==> src/rtl/core/csas_pkg.sv <==
// shared types and constants of the count-smaller-after-self block
package csas_pkg;

  localparam int unsigned MaxItemsDef = 64;
  localparam int unsigned ValueW      = 32;
  localparam int unsigned CountW      = 6;

  typedef struct packed {
    logic signed [ValueW-1:0] value;
    logic                     is_last;
  } csas_in_t;

  typedef struct packed {
    logic [CountW-1:0] smaller_count;
    logic              is_last_res;
    logic              overflow;
  } csas_out_t;

  // sequencer to comparator controls
  typedef struct packed {
    logic pivot_ld;  // latch read data as pivot, clear count
    logic acc;       // read data is a later value to compare
  } csas_cmp_ctrl_t;

endpackage

==> src/rtl/core/csas_ram.sv <==
// generic single-write, single-read ram with registered read data
module csas_ram #(
  parameter int unsigned WIDTH = csas_pkg::ValueW,
  parameter int unsigned DEPTH = csas_pkg::MaxItemsDef
) (
  input  logic                       clk,
  input  logic                       wr_en,
  input  logic [$clog2(DEPTH)-1:0]   wr_addr,
  input  logic [WIDTH-1:0]           wr_data,
  input  logic [$clog2(DEPTH)-1:0]   rd_addr,
  output logic [WIDTH-1:0]           rd_data
);

  logic [WIDTH-1:0] mem [DEPTH];

  always_ff @(posedge clk) begin
    if (wr_en) begin
      mem[wr_addr] <= wr_data;
    end
    rd_data <= mem[rd_addr];
  end

endmodule

==> src/rtl/core/csas_cmp.sv <==
// shared signed comparator with pivot and smaller-count accumulator
module csas_cmp (
  input  logic                          clk,
  input  csas_pkg::csas_cmp_ctrl_t      ctrl,
  input  logic [csas_pkg::ValueW-1:0]   rd_data,
  output logic [csas_pkg::CountW-1:0]   count
);

  logic [csas_pkg::ValueW-1:0] pivot_r;
  logic [csas_pkg::CountW-1:0] count_r;
  logic                        lt;

  // strictly smaller, equal values do not count
  assign lt = $signed(rd_data) < $signed(pivot_r);

  always_ff @(posedge clk) begin
    if (ctrl.pivot_ld) begin
      pivot_r <= rd_data;
      count_r <= '0;
    end else if (ctrl.acc && lt) begin
      count_r <= count_r + csas_pkg::CountW'(1);
    end
  end

  assign count = count_r;

endmodule

==> src/rtl/core/csas_seq.sv <==
// sequencer: load phase, per-element scan, result register
module csas_seq #(
  parameter int unsigned MAX_ITEMS = csas_pkg::MaxItemsDef
) (
  input  logic                             clk,
  input  logic                             rst_n,
  input  logic                             in_valid,
  input  csas_pkg::csas_in_t               in_data,
  output logic                             in_stall,
  output logic                             out_valid,
  input  logic                             out_stall,
  output csas_pkg::csas_out_t              out_data,
  output logic                             wr_en,
  output logic [$clog2(MAX_ITEMS)-1:0]     wr_addr,
  output logic [$clog2(MAX_ITEMS)-1:0]     rd_addr,
  output csas_pkg::csas_cmp_ctrl_t         cmp_ctrl,
  input  logic [csas_pkg::CountW-1:0]      cmp_count
);

  localparam int unsigned AW = $clog2(MAX_ITEMS);
  localparam int unsigned CW = $clog2(MAX_ITEMS + 1);

  typedef enum logic [2:0] {
    S_LOAD,
    S_PIVOT,
    S_PIVLD,
    S_SCAN,
    S_RESULT
  } state_t;

  state_t              state_r, state_nxt;
  logic [CW-1:0]       item_count_r, item_count_nxt;
  logic                ovf_r, ovf_nxt;
  logic [AW-1:0]       i_r, i_nxt;
  logic [CW-1:0]       j_r, j_nxt;
  logic                cmp_v_r, cmp_v_nxt;
  logic                out_valid_r, out_valid_nxt;
  csas_pkg::csas_out_t out_data_r, out_data_nxt;
  logic                i_last;
  logic                more;

  assign i_last = (CW'(i_r) + CW'(1)) == item_count_r;
  assign more   = j_r < item_count_r;

  always_comb begin
    state_nxt      = state_r;
    item_count_nxt = item_count_r;
    ovf_nxt        = ovf_r;
    i_nxt          = i_r;
    j_nxt          = j_r;
    cmp_v_nxt      = 1'b0;
    out_valid_nxt  = out_valid_r;
    out_data_nxt   = out_data_r;
    wr_en          = 1'b0;
    cmp_ctrl       = '0;
    if (out_valid_r && !out_stall) begin
      out_valid_nxt = 1'b0;
    end
    case (state_r)
      S_LOAD: begin
        if (in_valid) begin
          if (item_count_r < CW'(MAX_ITEMS)) begin
            wr_en          = 1'b1;
            item_count_nxt = item_count_r + CW'(1);
          end else begin
            ovf_nxt = 1'b1;
          end
          if (in_data.is_last) begin
            i_nxt     = '0;
            state_nxt = S_PIVOT;
          end
        end
      end
      S_PIVOT: begin
        j_nxt     = CW'(i_r) + CW'(1);
        state_nxt = S_PIVLD;
      end
      S_PIVLD, S_SCAN: begin
        cmp_ctrl.pivot_ld = (state_r == S_PIVLD);
        cmp_ctrl.acc      = (state_r == S_SCAN) && cmp_v_r;
        if (more) begin
          j_nxt     = j_r + CW'(1);
          cmp_v_nxt = 1'b1;
          state_nxt = S_SCAN;
        end else begin
          state_nxt = S_RESULT;
        end
      end
      S_RESULT: begin
        if (!out_valid_r || !out_stall) begin
          out_valid_nxt              = 1'b1;
          out_data_nxt.smaller_count = cmp_count;
          out_data_nxt.is_last_res   = i_last;
          out_data_nxt.overflow      = ovf_r;
          if (i_last) begin
            item_count_nxt = '0;
            ovf_nxt        = 1'b0;
            state_nxt      = S_LOAD;
          end else begin
            i_nxt     = i_r + AW'(1);
            state_nxt = S_PIVOT;
          end
        end
      end
      default: begin
        state_nxt = S_LOAD;
      end
    endcase
  end

  always_ff @(posedge clk) begin
    if (!rst_n) begin
      state_r      <= S_LOAD;
      item_count_r <= '0;
      ovf_r        <= 1'b0;
      cmp_v_r      <= 1'b0;
      out_valid_r  <= 1'b0;
    end else begin
      state_r      <= state_nxt;
      item_count_r <= item_count_nxt;
      ovf_r        <= ovf_nxt;
      cmp_v_r      <= cmp_v_nxt;
      out_valid_r  <= out_valid_nxt;
    end
    i_r        <= i_nxt;
    j_r        <= j_nxt;
    out_data_r <= out_data_nxt;
  end

  assign in_stall  = (state_r != S_LOAD);
  assign out_valid = out_valid_r;
  assign out_data  = out_data_r;
  assign wr_addr   = item_count_r[AW-1:0];
  assign rd_addr   = (state_r == S_PIVOT) ? i_r : j_r[AW-1:0];

endmodule

==> src/rtl/core/count_smaller_after_self_core.sv <==
// top level of the count-smaller-after-self block
//
//   channel | direction | payload      | handshake
//   --------+-----------+--------------+-------------------------------
//   in_     | input     | csas_in_t    | in_valid / in_stall (driven here)
//   out_    | output    | csas_out_t   | out_valid (driven here) / out_stall
//
// load: one item per cycle, stored at the next free ram address while room is left
// report: per element i, a pivot read, a pivot latch, one ram read and
//   compare per later element, then the result load; elements go one at a
//   time through the single ram read port and comparator
// in_stall is high from the item marked last until the final result is loaded
// out_stall only holds the result register; a held result delays the next one
// reset (rst_n low, synchronous) empties the set; ram contents need no clear
module count_smaller_after_self_core #(
  parameter int unsigned MAX_ITEMS = csas_pkg::MaxItemsDef
) (
  input  logic                clk,
  input  logic                rst_n,
  input  logic                in_valid,
  output logic                in_stall,
  input  csas_pkg::csas_in_t  in_data,
  output logic                out_valid,
  input  logic                out_stall,
  output csas_pkg::csas_out_t out_data
);

  localparam int unsigned AW = $clog2(MAX_ITEMS);

  // value store write side, fed straight from the accepted item
  logic                          wr_en;
  logic [AW-1:0]                 wr_addr;
  // read side, shared by pivot fetch and the scan of later values
  logic [AW-1:0]                 rd_addr;
  logic [csas_pkg::ValueW-1:0]   rd_data;
  // comparator control and its running count
  csas_pkg::csas_cmp_ctrl_t      cmp_ctrl;
  logic [csas_pkg::CountW-1:0]   cmp_count;

  csas_seq #(
    .MAX_ITEMS (MAX_ITEMS)
  ) u_seq (
    .clk       (clk),
    .rst_n     (rst_n),
    .in_valid  (in_valid),
    .in_data   (in_data),
    .in_stall  (in_stall),
    .out_valid (out_valid),
    .out_stall (out_stall),
    .out_data  (out_data),
    .wr_en     (wr_en),
    .wr_addr   (wr_addr),
    .rd_addr   (rd_addr),
    .cmp_ctrl  (cmp_ctrl),
    .cmp_count (cmp_count)
  );

  // value store, one entry per element of the current set
  csas_ram #(
    .WIDTH (csas_pkg::ValueW),
    .DEPTH (MAX_ITEMS)
  ) u_store (
    .clk     (clk),
    .wr_en   (wr_en),
    .wr_addr (wr_addr),
    .wr_data (in_data.value),
    .rd_addr (rd_addr),
    .rd_data (rd_data)
  );

  // the one comparator, reused for every pair
  csas_cmp u_cmp (
    .clk     (clk),
    .ctrl    (cmp_ctrl),
    .rd_data (rd_data),
    .count   (cmp_count)
  );

endmodule

==> config.mk <==
export PLATFORM = sky130hd
export DESIGN_NAME = count_smaller_after_self_core
export DESIGN_NICKNAME = d
export VERILOG_FILES = /design/src/rtl/core/csas_pkg.sv /design/src/rtl/core/csas_ram.sv /design/src/rtl/core/csas_cmp.sv /design/src/rtl/core/csas_seq.sv /design/src/rtl/core/count_smaller_after_self_core.sv
export SDC_FILE = /design/constraint.sdc
export NUM_CORES = 2
export LEC_CHECK = 0
export ABC_AREA = 1
export BUFFER_PORTS_ARGS = -buffer_cell sky130_fd_sc_hd__buf_2
export CAP_MARGIN = 20
export CORE_ASPECT_RATIO = 1.2
export CORE_MARGIN = 5
export CORE_UTILIZATION = 35
export DETAILED_ROUTE_END_ITERATION = 16
export GPL_ROUTABILITY_DRIVEN = 1
export PLACE_DENSITY = 0.58
export SLEW_MARGIN = 10
export SYNTH_ARGS = -nofsm -noshare
export SYNTH_HDL_FRONTEND = slang
export SYNTH_HIERARCHICAL = 1
export SYNTH_SLANG_ARGS = --single-unit
==> constraint.sdc <==
create_clock -name clk -period 10.7 [get_ports clk]
set_input_delay 2.14 -clock clk [delete_from_list [all_inputs] [get_ports clk]]
set_output_delay 2.14 -clock clk [all_outputs]
set_load 0.01 [all_outputs]
==> summary by stage <==
Run status
The flow ran to the end, and the final reports show no timing, DRC or antenna violations.

Placement
The placer's final routability congestion estimate is around 0.85. The detailed placement HPWL is about 130000 um. Including well taps, the total number of placed cells is approximately 10000. The number of buffer cells added on primary ports is 46.

Clocking
The number of H-tree levels is 4. Clock-pin slew was measured on the worst setup and hold paths at roughly 60 ps. The buffer type at the clock tree root is sky130_fd_sc_hd__clkbuf_16. The number of gates resized after cts is 0.

The number of post-CTS setup repair buffers is 0. The maximum count of clock buffers along a single path is 4. The number of sinks handled by clock tree synthesis is ~2200. The number of hold-repair buffers added at the cts stage is 0. The number of buffers created by CTS is 212. The clock latency of the later-clocked register in the worst-skew pair is a little under 900 ps. TritonCTS built the clock tree.

Routing
In the final routed layout, each cell accounts on average for roughly 24 um. The overall routed net length is around 250000 um. The detail route stage leaves a number of antenna-violating nets equal to 0.

The number of DRC violations after detailed routing is 0. The average via count per standard cell is between 5 and 6. The first TritonRoute pass finished after 5 iterations. The total via count in the routed design is around 57000. In this run, the number of DRC markers left after iteration 0 of detailed routing was 6517.

STA
Summed over all failing endpoints, the final setup total negative slack is 0 ps. The worst path needs around 5400 ps of the cycle, external delays included. For the pin with the worst max-slew slack, the measured transition is 1239 ps.

The number of hold violations in the final report is 0. The peak clock frequency supported by timing is 0.1852 GHz. Setup repair after global routing left no endpoint under its margin.

The total of endpoints with negative setup slack in the final report is 0. The worst clock skew is 68.24 ps. The tightest slew margin relative to the limit is between 10% and 20%. Dividing the final minimum period by the clock period gives between 50% and 60%. The count of pins over their slew limit is 0.

Power and ir drop
Of the total power, the share spent switching nets is about a third. The net switching power figure is about 7.3 mW. The clock network is responsible for about a third of the overall power. The maximum vdd ir drop is 0.1854 mV.

The internal power is 14.83 mW. Dividing total power by cell area gives a power density of approximately 230 nW/um2. The fraction of power consumed by combinational cells is about a quarter. The analysis attributes to cell leakage a power of about 34 nW. In this run, flip-flops and latches consume 43.4% of the power.

Cells and area
Of the cells placed in the final design, the portion with a size suffix greater than 1 is under 10%. The final standard cell count with taps included and fillers excluded is between 10000 and 15000. The number of nets in the finished design is between 7000 and 8000. Relative to the synthesized area, the layout overhead comes to 12.08%.

Global route
For this run the aggregate overflow at the end of global routing stands at 0. The pin count of the biggest net entering global routing is just over 200. The initial antenna violation count was 4. The total global routing track utilization is 19.03%. The global-route wire length before repair is 370200 um. The number of global-route vias before repair is between 50000 and 60000.

Yosys
During synthesis, Yosys emitted a total of 6 warnings. The number of different library cells used by synthesis comes to 38. For this run, the register share of the synthesized area comes to between 70% and 80%. The leading area contributor after synthesis is sky130_fd_sc_hd__edfxtp_1. The share of synthesized area in the top cell type comes to 72.58%. Dividing the synthesized area by the synthesized cell count gives ~12 um2. The combined area of all synthesized cells is roughly 87000 um2.

Sorting the synthesized cells by area gives the leading types as sky130_fd_sc_hd__edfxtp_1 (73%), sky130_fd_sc_hd__nand3_1 (11%), sky130_fd_sc_hd__nand2_1 (10%), sky130_fd_sc_hd__buf_2 (1.6%), sky130_fd_sc_hd__dfxtp_1 (1.2%). The gate count of the mapped netlist is between 7000 and 8000. Counting flops and latches in the post-synthesis netlist gives approximately 2200. Synthesis produced a netlist with a net count of about 7300.

Critical path
The startpoint type of the worst setup path is a register. For this design, the slowest cell found on the critical path is sky130_fd_sc_hd__inv_8. The number of buffers and inverters on the critical path is 4. The nature of the critical path endpoint is a register. The required time reported for the critical path endpoint is between 10000 and 15000 ps. The largest driver fanout on the critical path is 139. On the worst path, the slowest cell contributes a delay of ~930 ps.

The family of cells with the greatest summed delay on the critical path is simple AND/OR/NAND/NOR gates. At the worst endpoint, the arrival time is 6110 ps. Traced cell by cell, the critical path runs through inv_1 -> nand2_1 -> nor2_1 -> inv_1 -> nand2_1 -> nand2_4 -> inv_8 -> buf_12 -> nand3_1 -> nand3_1 -> nand3_1 -> nand3_1 -> nand2_1 -> nand2_1 -> nand2_1. The class of the most critical setup path is register to register.

Among the stages of the critical path, the cell type that occurs most often is sky130_fd_sc_hd__nand2_1.

Worst hold path
The min-delay analysis places its worst path in the category register to register.

Floorplanning
The die area is 258500 um2. The core region is between 200000 and 250000 um2. Pin placement for this block handled 47 I/O pins.

The effective utilization at floorplan is approximately a third. The die is 555.9 um tall. The floorplan step set the die width to roughly 460 um. In this run the core area contains 200 standard-cell rows.

Run
The tool flagged a number of max-cap violations equal to 0.
## layout by cell type, fill, tap and decap left out, types with 3 or more instances in the layout
master | synthesis | layout
sky130_fd_sc_hd__buf_16 | 0 | 3
sky130_fd_sc_hd__a21oi_2 | 6 | 6
sky130_fd_sc_hd__o21ai_0 | 18 | 13
sky130_fd_sc_hd__edfxtp_1 | 2101 | 2101
sky130_fd_sc_hd__nor4_2 | 0 | 8
sky130_fd_sc_hd__clkinvlp_4 | 0 | 7
sky130_fd_sc_hd__nand4_1 | 15 | 15
sky130_fd_sc_hd__clkinv_1 | 1 | 47
sky130_fd_sc_hd__nand2_2 | 3 | 3
sky130_fd_sc_hd__inv_1 | 89 | 87
sky130_fd_sc_hd__bufinv_16 | 0 | 11
sky130_fd_sc_hd__ha_1 | 41 | 41
sky130_fd_sc_hd__dfxtp_1 | 51 | 51
sky130_fd_sc_hd__nor2_4 | 0 | 57
sky130_fd_sc_hd__buf_4 | 51 | 127
sky130_fd_sc_hd__buf_12 | 0 | 23
sky130_fd_sc_hd__buf_2 | 283 | 27
sky130_fd_sc_hd__diode_2 | 0 | 5
sky130_fd_sc_hd__nand3_2 | 3 | 3
sky130_fd_sc_hd__nand2_1 | 2362 | 2361
sky130_fd_sc_hd__nand3_1 | 1930 | 1930
sky130_fd_sc_hd__o21ai_4 | 0 | 5
sky130_fd_sc_hd__a21oi_1 | 21 | 21
sky130_fd_sc_hd__clkbuf_16 | 0 | 214
sky130_fd_sc_hd__clkbuf_8 | 0 | 14
sky130_fd_sc_hd__xnor2_1 | 3 | 3
sky130_fd_sc_hd__nor2_1 | 112 | 55
sky130_fd_sc_hd__inv_8 | 0 | 3
sky130_fd_sc_hd__nor2_2 | 9 | 9
sky130_fd_sc_hd__nor3_1 | 6 | 6
sky130_fd_sc_hd__clkinv_2 | 0 | 31
sky130_fd_sc_hd__clkbuf_1 | 79 | 53
## cells in the mapped netlist, drive strengths merged
| cell | n |
|---|---|
| or2 | 1 |
| o21bai | 1 |
| nor4 | 9 |
| nand4 | 15 |
| nor3 | 7 |
| a211oi | 1 |
| clkbuf | 79 |
| o22ai | 1 |
| a21oi | 27 |
| nand2 | 2366 |
| inv | 94 |
| o21a | 1 |
| ha | 41 |
| nand3 | 1934 |
| o211ai | 1 |
| xnor2 | 3 |
| buf | 380 |
| nor3b | 1 |
| nand3b | 2 |
| o21ai | 20 |
| nor2 | 121 |
| edfxtp | 2101 |
| clkinv | 1 |
| dfxtp | 51 |
## flip-flops by register name, summed over array words and instances, names as in the netlist
name                flops
u_cmp/count             6
u_cmp/pivot_r          32
u_seq/cmp_v_r           1
u_seq/i_r               6
u_seq/item_count_r      7
u_seq/j_r               7
u_seq/out_data          8
u_seq/out_valid         1
u_seq/ovf_r             1
u_seq/state_r           3
u_store/mem          2048
u_store/rd_data        32
## worst reg2reg max path, cell delays in order, from the launching register on
cell,delay [ps]
sky130_fd_sc_hd__dfxtp_1,340
sky130_fd_sc_hd__inv_1,130
sky130_fd_sc_hd__nand2_1,90
sky130_fd_sc_hd__nor2_1,470
sky130_fd_sc_hd__inv_1,370
sky130_fd_sc_hd__nand2_1,210
sky130_fd_sc_hd__nand2_4,510
sky130_fd_sc_hd__inv_8,960
sky130_fd_sc_hd__buf_12,630
sky130_fd_sc_hd__nand3_1,420
sky130_fd_sc_hd__nand3_1,180
sky130_fd_sc_hd__nand3_1,310
sky130_fd_sc_hd__nand3_1,310
sky130_fd_sc_hd__nand2_1,120
sky130_fd_sc_hd__nand2_1,140
sky130_fd_sc_hd__nand2_1,90
## power groups by stage
stage / Sequential (mW) / Clock [mW] / Combinational, mW
CTS: 9.63 / 7.28 / 5.36
floorplan: 9.72 / 0 / 3.35
global placement: 9.81 / 0 / 5.30
global route: 9.64 / 7.62 / 5.82
detailed placement: 9.81 / 0 / 5.34
finish: 9.63 / 7.15 / 5.38
## final cells by class
class	count	area (um2)
Fill cell	23180	149800
Sequential cell	2152	64110
Multi-Input combinational cell	4552	20670
Clock buffer	280	5733
Tap cell	3232	4044
Timing Repair Buffer	181	1645
Clock inverter	99	813.3
Inverter	95	394.1
Antenna cell	5	12.51
## layer usage
layer	up-vias	share of wire, %	global-route usage [%]
met2	2388	47	30.61
met4	2	3.9	6.880
met1	28320	42	26.25
li1	25580	-	-
met3	429	7.9	2.962
met5	-	0.0047	0
## stage by stage
step	cell area [um2]	power (mW)	hold slack [ps]	util, %	setup WS [ps]
detailed placement	90790	15.15	419.0	36.72	5266
global route	97420	23.07	451.6	39.40	5108
floorplan	86920	13.07	408.2	-	4301
finish	97430	22.17	432.3	39.41	5301
CTS	97340	22.26	433.6	39.37	5346
global placement	90570	15.10	416.7	36.63	5327
## final timing paths
check,slack (ps),cells after the start,from,end
min,430,0,u_cmp/count[3]$_SDFFE_PP0P_,u_seq/out_data[5]$_DFFE_PP_
min reg2reg,430,0,u_cmp/count[3]$_SDFFE_PP0P_,u_seq/out_data[5]$_DFFE_PP_
max,5300,15,u_seq/state_r[2]$_SDFFE_PN0P_,u_store/rd_data[3]$_DFF_P_
max reg2reg,5300,15,u_seq/state_r[2]$_SDFFE_PN0P_,u_store/rd_data[3]$_DFF_P_
## cell families after synthesis
| kind of cell | count (synthesis) | share of synthesized area, % |
|---|---|---|
| compound gates | 52 | 0.3383 |
| xor+xnor | 3 | 0.03023 |
| fa+ha+maj | 41 | 0.5902 |
| buf+inv | 554 | 3.083 |
| flops | 2152 | 73.76 |
| simple gates | 4456 | 22.20 |
No activity file was read; power rests on OpenSTA's default activity.
